## src/rtl/dmrms_pkg.sv

```systemverilog
package dmrms_pkg;

  localparam int unsigned MaxChannels    = 8;
  localparam int unsigned MaxBlockFrames = 4096;

  localparam int unsigned SampleW = 16;
  localparam int unsigned ChanW   = 4;
  // channel sum of up to eight samples
  localparam int unsigned SumW    = SampleW + $clog2(MaxChannels);
  // frame counter holds 0 .. MaxBlockFrames
  localparam int unsigned FcntW   = $clog2(MaxBlockFrames) + 1;
  localparam int unsigned SqW     = 2 * SampleW - 1;
  // sum of squares, 43 bits
  localparam int unsigned AccW    = SqW + FcntW - 1;
  // input queue between front and back
  localparam int unsigned QDepth  = 4;
  localparam int unsigned QPtrW   = $clog2(QDepth);

  typedef struct packed {
    logic signed [SampleW-1:0] sample_0;
    logic signed [SampleW-1:0] sample_1;
    logic signed [SampleW-1:0] sample_2;
    logic signed [SampleW-1:0] sample_3;
    logic signed [SampleW-1:0] sample_4;
    logic signed [SampleW-1:0] sample_5;
    logic signed [SampleW-1:0] sample_6;
    logic signed [SampleW-1:0] sample_7;
    logic                      block_end;
  } in_item_t;

  typedef struct packed {
    logic signed [SampleW-1:0] mono_sample;
    logic                      level_valid;
    logic        [SampleW-1:0] level;
  } out_item_t;

  // classified frame as handed from front to back
  typedef struct packed {
    logic signed [SumW-1:0] chan_sum;
    logic [ChanW-1:0]       chans;
    logic                   block_end;
  } job_t;

endpackage

```

## src/rtl/dmrms_front.sv

```systemverilog
module dmrms_front import dmrms_pkg::*; (
  input  logic             clk_i,
  input  logic             rst_ni,
  input  logic             cfg_we_i,
  input  logic [ChanW-1:0] cfg_wdata_i,
  input  logic             in_push_i,
  input  in_item_t         in_item_i,
  output logic             in_full_o,
  input  logic             q_full_i,
  output logic             q_push_o,
  output job_t             q_job_o
);

  logic [ChanW-1:0]          chan_cfg_q;
  logic [ChanW-1:0]          chans;
  logic signed [SampleW-1:0] smp [MaxChannels];
  logic signed [SumW-1:0]    sum;

  always_ff @(posedge clk_i or negedge rst_ni) begin
    if (!rst_ni) begin
      chan_cfg_q <= ChanW'(1);
    end else if (cfg_we_i) begin
      chan_cfg_q <= cfg_wdata_i;
    end
  end

  // zero counts as one channel, anything above eight as eight
  always_comb begin
    if (chan_cfg_q == '0) begin
      chans = ChanW'(1);
    end else if (chan_cfg_q > ChanW'(MaxChannels)) begin
      chans = ChanW'(MaxChannels);
    end else begin
      chans = chan_cfg_q;
    end
  end

  assign smp[0] = in_item_i.sample_0;
  assign smp[1] = in_item_i.sample_1;
  assign smp[2] = in_item_i.sample_2;
  assign smp[3] = in_item_i.sample_3;
  assign smp[4] = in_item_i.sample_4;
  assign smp[5] = in_item_i.sample_5;
  assign smp[6] = in_item_i.sample_6;
  assign smp[7] = in_item_i.sample_7;

  always_comb begin
    sum = '0;
    for (int c = 0; c < MaxChannels; c++) begin
      if (ChanW'(c) < chans) begin
        sum = sum + SumW'(smp[c]);
      end
    end
  end

  assign in_full_o          = q_full_i;
  assign q_push_o           = in_push_i && !q_full_i;
  assign q_job_o.chan_sum   = sum;
  assign q_job_o.chans      = chans;
  assign q_job_o.block_end  = in_item_i.block_end;

endmodule

```

## src/rtl/dmrms_fifo.sv

```systemverilog
module dmrms_fifo import dmrms_pkg::*; (
  input  logic clk_i,
  input  logic rst_ni,
  input  logic push_i,
  input  job_t push_job_i,
  output logic full_o,
  input  logic pop_i,
  output job_t pop_job_o,
  output logic empty_o
);

  job_t             mem_q [QDepth];
  logic [QPtrW-1:0] wr_ptr_q, rd_ptr_q;
  logic [QPtrW:0]   count_q;
  logic             do_push, do_pop;

  assign full_o    = (count_q == (QPtrW+1)'(QDepth));
  assign empty_o   = (count_q == '0);
  assign do_push   = push_i && !full_o;
  assign do_pop    = pop_i && !empty_o;
  assign pop_job_o = mem_q[rd_ptr_q];

  always_ff @(posedge clk_i) begin
    if (do_push) begin
      mem_q[wr_ptr_q] <= push_job_i;
    end
  end

  always_ff @(posedge clk_i or negedge rst_ni) begin
    if (!rst_ni) begin
      wr_ptr_q <= '0;
      rd_ptr_q <= '0;
      count_q  <= '0;
    end else begin
      if (do_push) wr_ptr_q <= wr_ptr_q + QPtrW'(1);
      if (do_pop)  rd_ptr_q <= rd_ptr_q + QPtrW'(1);
      if (do_push && !do_pop) begin
        count_q <= count_q + (QPtrW+1)'(1);
      end else if (do_pop && !do_push) begin
        count_q <= count_q - (QPtrW+1)'(1);
      end
    end
  end

endmodule

```

## src/rtl/dmrms_back.sv

```systemverilog
module dmrms_back import dmrms_pkg::*; (
  input  logic      clk_i,
  input  logic      rst_ni,
  input  logic      q_empty_i,
  input  job_t      q_job_i,
  output logic      q_pop_o,
  output logic      out_empty_o,
  input  logic      out_pop_i,
  output out_item_t out_item_o
);

  localparam int unsigned StW   = 3;
  localparam logic [StW-1:0] S_IDLE = 3'd0;
  localparam logic [StW-1:0] S_MDIV = 3'd1;
  localparam logic [StW-1:0] S_SQ   = 3'd2;
  localparam logic [StW-1:0] S_ACC  = 3'd3;
  localparam logic [StW-1:0] S_LDIV = 3'd4;
  localparam logic [StW-1:0] S_SQRT = 3'd5;
  localparam logic [StW-1:0] S_OUT  = 3'd6;

  localparam int unsigned CntW  = $clog2(AccW + 1);
  localparam int unsigned DvW   = FcntW;
  localparam int unsigned MeanW = SqW;
  localparam int unsigned ResW  = MeanW + 1;
  localparam int unsigned SqSteps = (MeanW + 1) / 2;

  logic [StW-1:0]  state_q, state_d;

  // shared restoring divider, one quotient bit a cycle
  logic [AccW-1:0] dq_q, dq_d;
  logic [DvW-1:0]  rem_q, rem_d;
  logic [DvW-1:0]  dv_q, dv_d;
  logic [CntW-1:0] cnt_q, cnt_d;
  logic [DvW:0]    rem_sh;
  logic            ge;

  // square root by digit pairs
  logic [MeanW-1:0] sx_q, sx_d;
  logic [ResW-1:0]  sres_q, sres_d;
  logic [MeanW-1:0] sbit_q, sbit_d;
  logic [ResW-1:0]  strial;

  logic [AccW-1:0]  acc_q, acc_d;
  logic [FcntW-1:0] fcnt_q, fcnt_d;

  logic                      neg_q, neg_d;
  logic                      blk_q, blk_d;
  logic [SampleW-1:0]        mag_q, mag_d;
  logic [SqW-1:0]            sq_q, sq_d;
  logic [SumW-1:0]           abs_sum;
  logic [SampleW-1:0]        level;

  out_item_t out_q, out_d;
  logic      out_valid_q, out_valid_d;
  logic      out_free;

  assign out_free    = !out_valid_q || out_pop_i;
  assign out_empty_o = !out_valid_q;
  assign out_item_o  = out_q;

  assign abs_sum = q_job_i.chan_sum[SumW-1] ? SumW'(-q_job_i.chan_sum)
                                            : SumW'(q_job_i.chan_sum);
  assign rem_sh  = {rem_q, dq_q[AccW-1]};
  assign ge      = rem_sh >= {1'b0, dv_q};
  assign strial  = sres_q + ResW'(sbit_q);
  assign level   = SampleW'(sres_q);

  always_comb begin
    state_d     = state_q;
    dq_d        = dq_q;
    rem_d       = rem_q;
    dv_d        = dv_q;
    cnt_d       = cnt_q;
    sx_d        = sx_q;
    sres_d      = sres_q;
    sbit_d      = sbit_q;
    acc_d       = acc_q;
    fcnt_d      = fcnt_q;
    neg_d       = neg_q;
    blk_d       = blk_q;
    mag_d       = mag_q;
    sq_d        = sq_q;
    out_d       = out_q;
    out_valid_d = out_valid_q && !out_pop_i;
    q_pop_o     = 1'b0;

    if (state_q == S_MDIV || state_q == S_LDIV) begin
      rem_d = ge ? DvW'(rem_sh - {1'b0, dv_q}) : DvW'(rem_sh);
      dq_d  = {dq_q[AccW-2:0], ge};
      cnt_d = cnt_q - CntW'(1);
    end

    unique case (state_q)
      S_IDLE: begin
        if (!q_empty_i) begin
          q_pop_o = 1'b1;
          neg_d   = q_job_i.chan_sum[SumW-1];
          blk_d   = q_job_i.block_end;
          // magnitude sits at the top so only SumW steps are needed
          dq_d    = {abs_sum, (AccW-SumW)'(0)};
          rem_d   = '0;
          dv_d    = DvW'(q_job_i.chans);
          cnt_d   = CntW'(SumW);
          state_d = S_MDIV;
        end
      end
      S_MDIV: begin
        if (cnt_q == CntW'(1)) begin
          mag_d   = SampleW'({dq_q[SumW-2:0], ge});
          state_d = S_SQ;
        end
      end
      S_SQ: begin
        sq_d    = SqW'(mag_q * mag_q);
        state_d = S_ACC;
      end
      S_ACC: begin
        if (fcnt_q < FcntW'(MaxBlockFrames)) begin
          acc_d  = acc_q + AccW'(sq_q);
          fcnt_d = fcnt_q + FcntW'(1);
        end
        if (blk_q) begin
          dq_d    = acc_d;
          rem_d   = '0;
          dv_d    = fcnt_d;
          cnt_d   = CntW'(AccW);
          acc_d   = '0;
          fcnt_d  = '0;
          state_d = S_LDIV;
        end else begin
          sres_d  = '0;
          state_d = S_OUT;
        end
      end
      S_LDIV: begin
        if (cnt_q == CntW'(1)) begin
          sx_d    = MeanW'({dq_q[AccW-2:0], ge});
          sres_d  = '0;
          sbit_d  = MeanW'(1) << (MeanW - 1);
          cnt_d   = CntW'(SqSteps);
          state_d = S_SQRT;
        end
      end
      S_SQRT: begin
        if (ResW'(sx_q) >= strial) begin
          sx_d   = MeanW'(ResW'(sx_q) - strial);
          sres_d = (sres_q >> 1) + ResW'(sbit_q);
        end else begin
          sres_d = sres_q >> 1;
        end
        sbit_d = sbit_q >> 2;
        cnt_d  = cnt_q - CntW'(1);
        if (cnt_q == CntW'(1)) begin
          state_d = S_OUT;
        end
      end
      S_OUT: begin
        if (out_free) begin
          out_d.mono_sample = neg_q ? -mag_q : mag_q;
          out_d.level_valid = blk_q;
          out_d.level       = blk_q ? level : '0;
          out_valid_d       = 1'b1;
          state_d           = S_IDLE;
        end
      end
      default: begin
        state_d = S_IDLE;
      end
    endcase
  end

  always_ff @(posedge clk_i or negedge rst_ni) begin
    if (!rst_ni) begin
      state_q     <= S_IDLE;
      out_valid_q <= 1'b0;
      acc_q       <= '0;
      fcnt_q      <= '0;
    end else begin
      state_q     <= state_d;
      out_valid_q <= out_valid_d;
      acc_q       <= acc_d;
      fcnt_q      <= fcnt_d;
    end
  end

  always_ff @(posedge clk_i) begin
    dq_q   <= dq_d;
    rem_q  <= rem_d;
    dv_q   <= dv_d;
    cnt_q  <= cnt_d;
    sx_q   <= sx_d;
    sres_q <= sres_d;
    sbit_q <= sbit_d;
    neg_q  <= neg_d;
    blk_q  <= blk_d;
    mag_q  <= mag_d;
    sq_q   <= sq_d;
    out_q  <= out_d;
  end

endmodule

```

## src/rtl/downmix_rms_level_meter_top.sv

```systemverilog
// Downmixing RMS level meter.
// Input side is a queue: present a frame item on in_item_i with push; it is
// taken at a clock edge where push is high and full is low. The front sums the
// first channel_count samples and files the frame into a four-deep queue.
// Result side is a queue too: while empty is low the oldest result item sits on
// out_item_o, and it leaves at an edge where pop is high and empty is low.
// Every frame yields one item: the channel average (toward zero) as mono_sample;
// on a block_end frame also level_valid and the block RMS level.
// The back end's shared one-bit-a-cycle divider does the channel division and,
// on a block_end frame, the 43-step mean division before a 16-step square root.
// The back end works on one frame at a time: it takes the next frame from the
// queue only once the last one's item has gone into the output register.
// Channel count is written through cfg_we_i / cfg_wdata_i while idle; the user
// must keep to this, as the block itself does not enforce it.
// Reset: channel count 1, accumulator and frame count cleared, both queues empty.
// If the receiver stalls the finished item holds in the output register, the
// back end waits, and the input queue keeps taking frames until it fills.
module downmix_rms_level_meter_top import dmrms_pkg::*; (
  input  logic             clk_i,
  input  logic             rst_ni,
  input  logic             cfg_we_i,
  input  logic [ChanW-1:0] cfg_wdata_i,
  input  logic             push,
  input  in_item_t         in_item_i,
  output logic             full,
  output logic             empty,
  input  logic             pop,
  output out_item_t        out_item_o
);

  // front to queue
  logic q_push, q_full;
  job_t q_in_job;
  // queue to back
  logic q_pop, q_empty;
  job_t q_out_job;

  dmrms_front u_front (
    .clk_i       (clk_i),
    .rst_ni      (rst_ni),
    .cfg_we_i    (cfg_we_i),
    .cfg_wdata_i (cfg_wdata_i),
    .in_push_i   (push),
    .in_item_i   (in_item_i),
    .in_full_o   (full),
    .q_full_i    (q_full),
    .q_push_o    (q_push),
    .q_job_o     (q_in_job)
  );

  dmrms_fifo u_fifo (
    .clk_i      (clk_i),
    .rst_ni     (rst_ni),
    .push_i     (q_push),
    .push_job_i (q_in_job),
    .full_o     (q_full),
    .pop_i      (q_pop),
    .pop_job_o  (q_out_job),
    .empty_o    (q_empty)
  );

  dmrms_back u_back (
    .clk_i       (clk_i),
    .rst_ni      (rst_ni),
    .q_empty_i   (q_empty),
    .q_job_i     (q_out_job),
    .q_pop_o     (q_pop),
    .out_empty_o (empty),
    .out_pop_i   (pop),
    .out_item_o  (out_item_o)
  );

endmodule

```

## config.mk

```make
export PLATFORM = sky130hd
export DESIGN_NAME = downmix_rms_level_meter_top
export DESIGN_NICKNAME = d
export VERILOG_FILES = /design/src/rtl/dmrms_pkg.sv /design/src/rtl/dmrms_front.sv /design/src/rtl/dmrms_fifo.sv /design/src/rtl/dmrms_back.sv /design/src/rtl/downmix_rms_level_meter_top.sv
export SDC_FILE = /design/constraint.sdc
export NUM_CORES = 2
export LEC_CHECK = 0
export BUFFER_PORTS_ARGS = -buffer_cell sky130_fd_sc_hd__buf_4
export CORE_MARGIN = 5
export CORE_UTILIZATION = 50
export DETAILED_ROUTE_END_ITERATION = 6
export PLACE_DENSITY_LB_ADDON = 0.3
export SYNTH_ARGS = -nofsm -noshare
export SYNTH_HDL_FRONTEND = slang
export SYNTH_SLANG_ARGS = --single-unit
```

## constraint.sdc

```tcl
create_clock -name clk_i -period 8.75 [get_ports clk_i]
set_clock_uncertainty 0.05 [all_clocks]
set_input_delay 2.1875 -clock clk_i [delete_from_list [all_inputs] [get_ports clk_i]]
set_output_delay 2.1875 -clock clk_i [all_outputs]
set_load 0.03 [all_outputs]
```

==> flow_metrics.tcl <==
set metrics [dict create \
    status "finished, violations left" \
    violations "negative setup slack" \
    grt_busiest_layer "met2" \
    grt_max_degree 82 \
    die_h_um 282 \
    required_ns 9.01 \
    fin_ws_ns -2.24 \
    synth_compound_area_share_pct 17.6 \
    core.rowCount 100 \
    globalplace.congestion 0.949 \
    synth_simple_gate_area_share_pct 14.6 \
    core_um2 74100 \
    startpoint_type "primary input" \
    layout-area-overhead-vs-synth_pct 23.7 \
    synth_fa_ha_area_share_pct 21.0 \
    rsz0062_at_grt "yes" \
    final_common_cell "buf_4" \
    portBuffers 172 \
    finalCriticalPeriod_ns 10.99 \
    cts_made_buffers 46 \
    min_path_type "reg -> reg" \
    met1_usage_pct 30.7 \
    crit_path_frequent_cell "buf_4" \
    syn_nets 4729 \
    cp.arrival_ns 11.25 \
    post-route-period-util_pct 126 \
    worstPathMaxFanout 5 \
    start_util_pct 50.1 \
    ys_ff_latch 402 \
    wire_per_inst_um 17.3 \
    wirelength_um 97900 \
    drive_above_1_share_pct 22.8 \
    syn_inst 4073 \
    end_kind "flip-flop" \
    synthArstFlopShare_pct 17.7 \
    hold_buffers 0 \
    vias 32000 \
    worst_pin_slew_ns 1.35 \
    placedInstanceArea_um2 42700 \
    grt_use_met3_pct 2.82 \
    synth_area_per_cell_um2 9.11 \
    synthXorXnorAreaFrac_pct 7.18 \
    maxCapViolCount 0 \
    relSlewSlack_pct 9.93 \
    fin_nets 5301 \
    fmax_mhz 91.0 \
    muxShareOfSynthArea_pct 4.25 \
    antenna_cells 0 \
    die_w_um 282 \
    max_stage_delay_ns 0.55 \
    synth_top_family_by_area "adder cells" \
    setup_viol 52 \
    cts.clk_slew.worst_paths_ns 0.06 \
    cts_sinks 402 \
    antenna_found_initial 1 \
    maxSlewViolCount 0 \
    tritoncts "built" \
    crit_family "compound AO/OA/AOI/OAI gates" \
    n_fill_cell 6089 \
    path_buf_inv 12 \
    syn_area_um2 37100 \
    die_area_um2 79800 \
    drtAntennaViolNets 0 \
    cp-startpoint "in_item_i[118]" \
    min_from "u_fifo.count_q[2]" \
    final_cell_mix "682 x buf_4, 415 x nand2_1, 363 x inv_1, 304 x ha_1" \
    final_hold_viol_count 0 \
    grt_overflow_total 0 \
    clockBufferDepth 3 \
    root_buffer "clkbuf_16" \
    clock_latency_ns 0.59 \
    synth_cell_types 92 \
    grt_pass1_vias 32200 \
    regToRegStartpoint "u_front.chan_cfg_q[2]" \
    synth_edf_count 269 \
    synth-seq-area-share_pct 29.9 \
    use_met2_pct 42.7 \
    drcViolationCount 0 \
    synthFlopType "edfxtp_1" \
    grt_pass1_wl_um 159000 \
    cts.htree.levels 2 \
    firstDrtPassIters 5 \
    postLayoutCellArea_um2 45900 \
    critPathSlowestCell "or4_4" \
    viasPerCell 5.66 \
    dp_hpwl_um 72700 \
    yosysWarnings 0 \
    hold_ws_ns 0.435 \
    ios 173 \
    drt_first_iter_violations 1671 \
    path_class "in -> reg" \
    track_usage_pct 24.0 \
]
-- final timing paths --
kind | end | slack [ns] | cells after the start
worst min-delay path | u_fifo.count_q[2] | 0.43 | 1
worst min register to register | u_fifo.count_q[2] | 0.43 | 1
max in group asynchronous | u_front.chan_cfg_q[1] | 6.09 | 2
worst max-delay path | u_fifo.mem_q[0][23] | -2.24 | 48
min in group asynchronous | u_back.acc_q[40] | 1.46 | 1
worst max register to register | u_fifo.mem_q[0][23] | -0.94 | 49
-- routing by layer --
| layer | part of all wire, % | wire length (um) | vias up |
|---|---|---|---|
| met3 | 4.3 | 4220 | 197 |
| met1 | 43 | 41800 | 15400 |
| li1 | - | - | 15500 |
| met2 | 50 | 48700 | 775 |
| met4 | 3.3 | 3210 | 0 |
| met5 | 0 | 0 | - |
-- stage by stage --
stage | setup slack, ns | std cells | utilization, % | setup TNS, ns
2_1_floorplan | -2.26 | 4073 | - | -58.16
3_3_place_gp | -2.57 | 5478 | 57.7 | -105.51
3_5_place_dp | -2.82 | 5478 | 57.7 | -114.66
4_1_cts | -1.91 | 5612 | 60.7 | -68.85
5_1_grt | -2.79 | 5650 | 62.0 | -100.36
6_report | -2.24 | 5650 | 62.0 | -73.10
-- cell type report --
class                      instances  area (um2)  share of cell area [%]
clock inverter                    27         287                   0.624
sequential                       402       11100                    24.2
clock buffer                      57        1300                    2.83
tap                              969        1210                    2.64
inverter                         371        1390                    3.03
multi-input combinational       3134       25400                    55.4
timing repair buffer             690        5210                    11.3
-- repair_timing --
item                       4_1_cts  5_1_grt
setup endpoints to repair       60       64
pin swaps                       77      107
resized for setup               60      123
gates cloned                     0        0
setup buffers                   50       38
-- cells by family (layout without fill, tap and decap cells) --
kind of cell | Yosys count | count (layout)
AO/OA/AOI/OAI | 1029 | 1029
AND/OR/NAND/NOR | 1161 | 1161
multiplexers | 123 | 123
buffers and inverters | 537 | 1145
adder cells (fa/ha/maj) | 520 | 520
XOR/XNOR | 301 | 301
flip-flops | 402 | 402
-- Yosys cell counts (all sizes together) (32+ instances only) --
cell / instances / area share (%)
a21oi: 263 / 3.6
a31oi: 69 / 1.2
fa: 173 / 9.3
inv: 366 / 3.7
dfrtp: 70 / 4.7
xor2: 104 / 2.5
or3: 36 / 0.61
o21a: 33 / 0.67
nand3: 67 / 0.90
nand2b: 32 / 0.54
nor3: 59 / 0.80
mux2i: 70 / 1.9
o21ai: 260 / 3.5
xnor2: 195 / 4.6
nand2: 425 / 4.3
ha: 345 / 12
edfxtp: 269 / 22
a211oi: 38 / 0.78
nor2: 284 / 2.9
clkbuf: 144 / 1.5
nor2b: 45 / 0.76
a21o: 97 / 2.0
dfxtp: 62 / 3.3
and2: 106 / 1.8
-- registers in the layout (all words and copies together) (netlist names), 16 cells and up --
| signal | flops |
|---|---|
| u_back.acc_q | 43 |
| u_fifo.mem_q | 96 |
| u_back.dq_q | 43 |
| u_back.sbit_q | 16 |
| u_back.out_item_o | 33 |
| u_back.sx_q | 31 |
| u_back.sq_q | 30 |
| u_back.mag_q | 16 |
| u_back.sres_q | 32 |
Power is not shown: default switching activity piles up to over one toggle a cycle in this logic, so the estimate is an artifact.
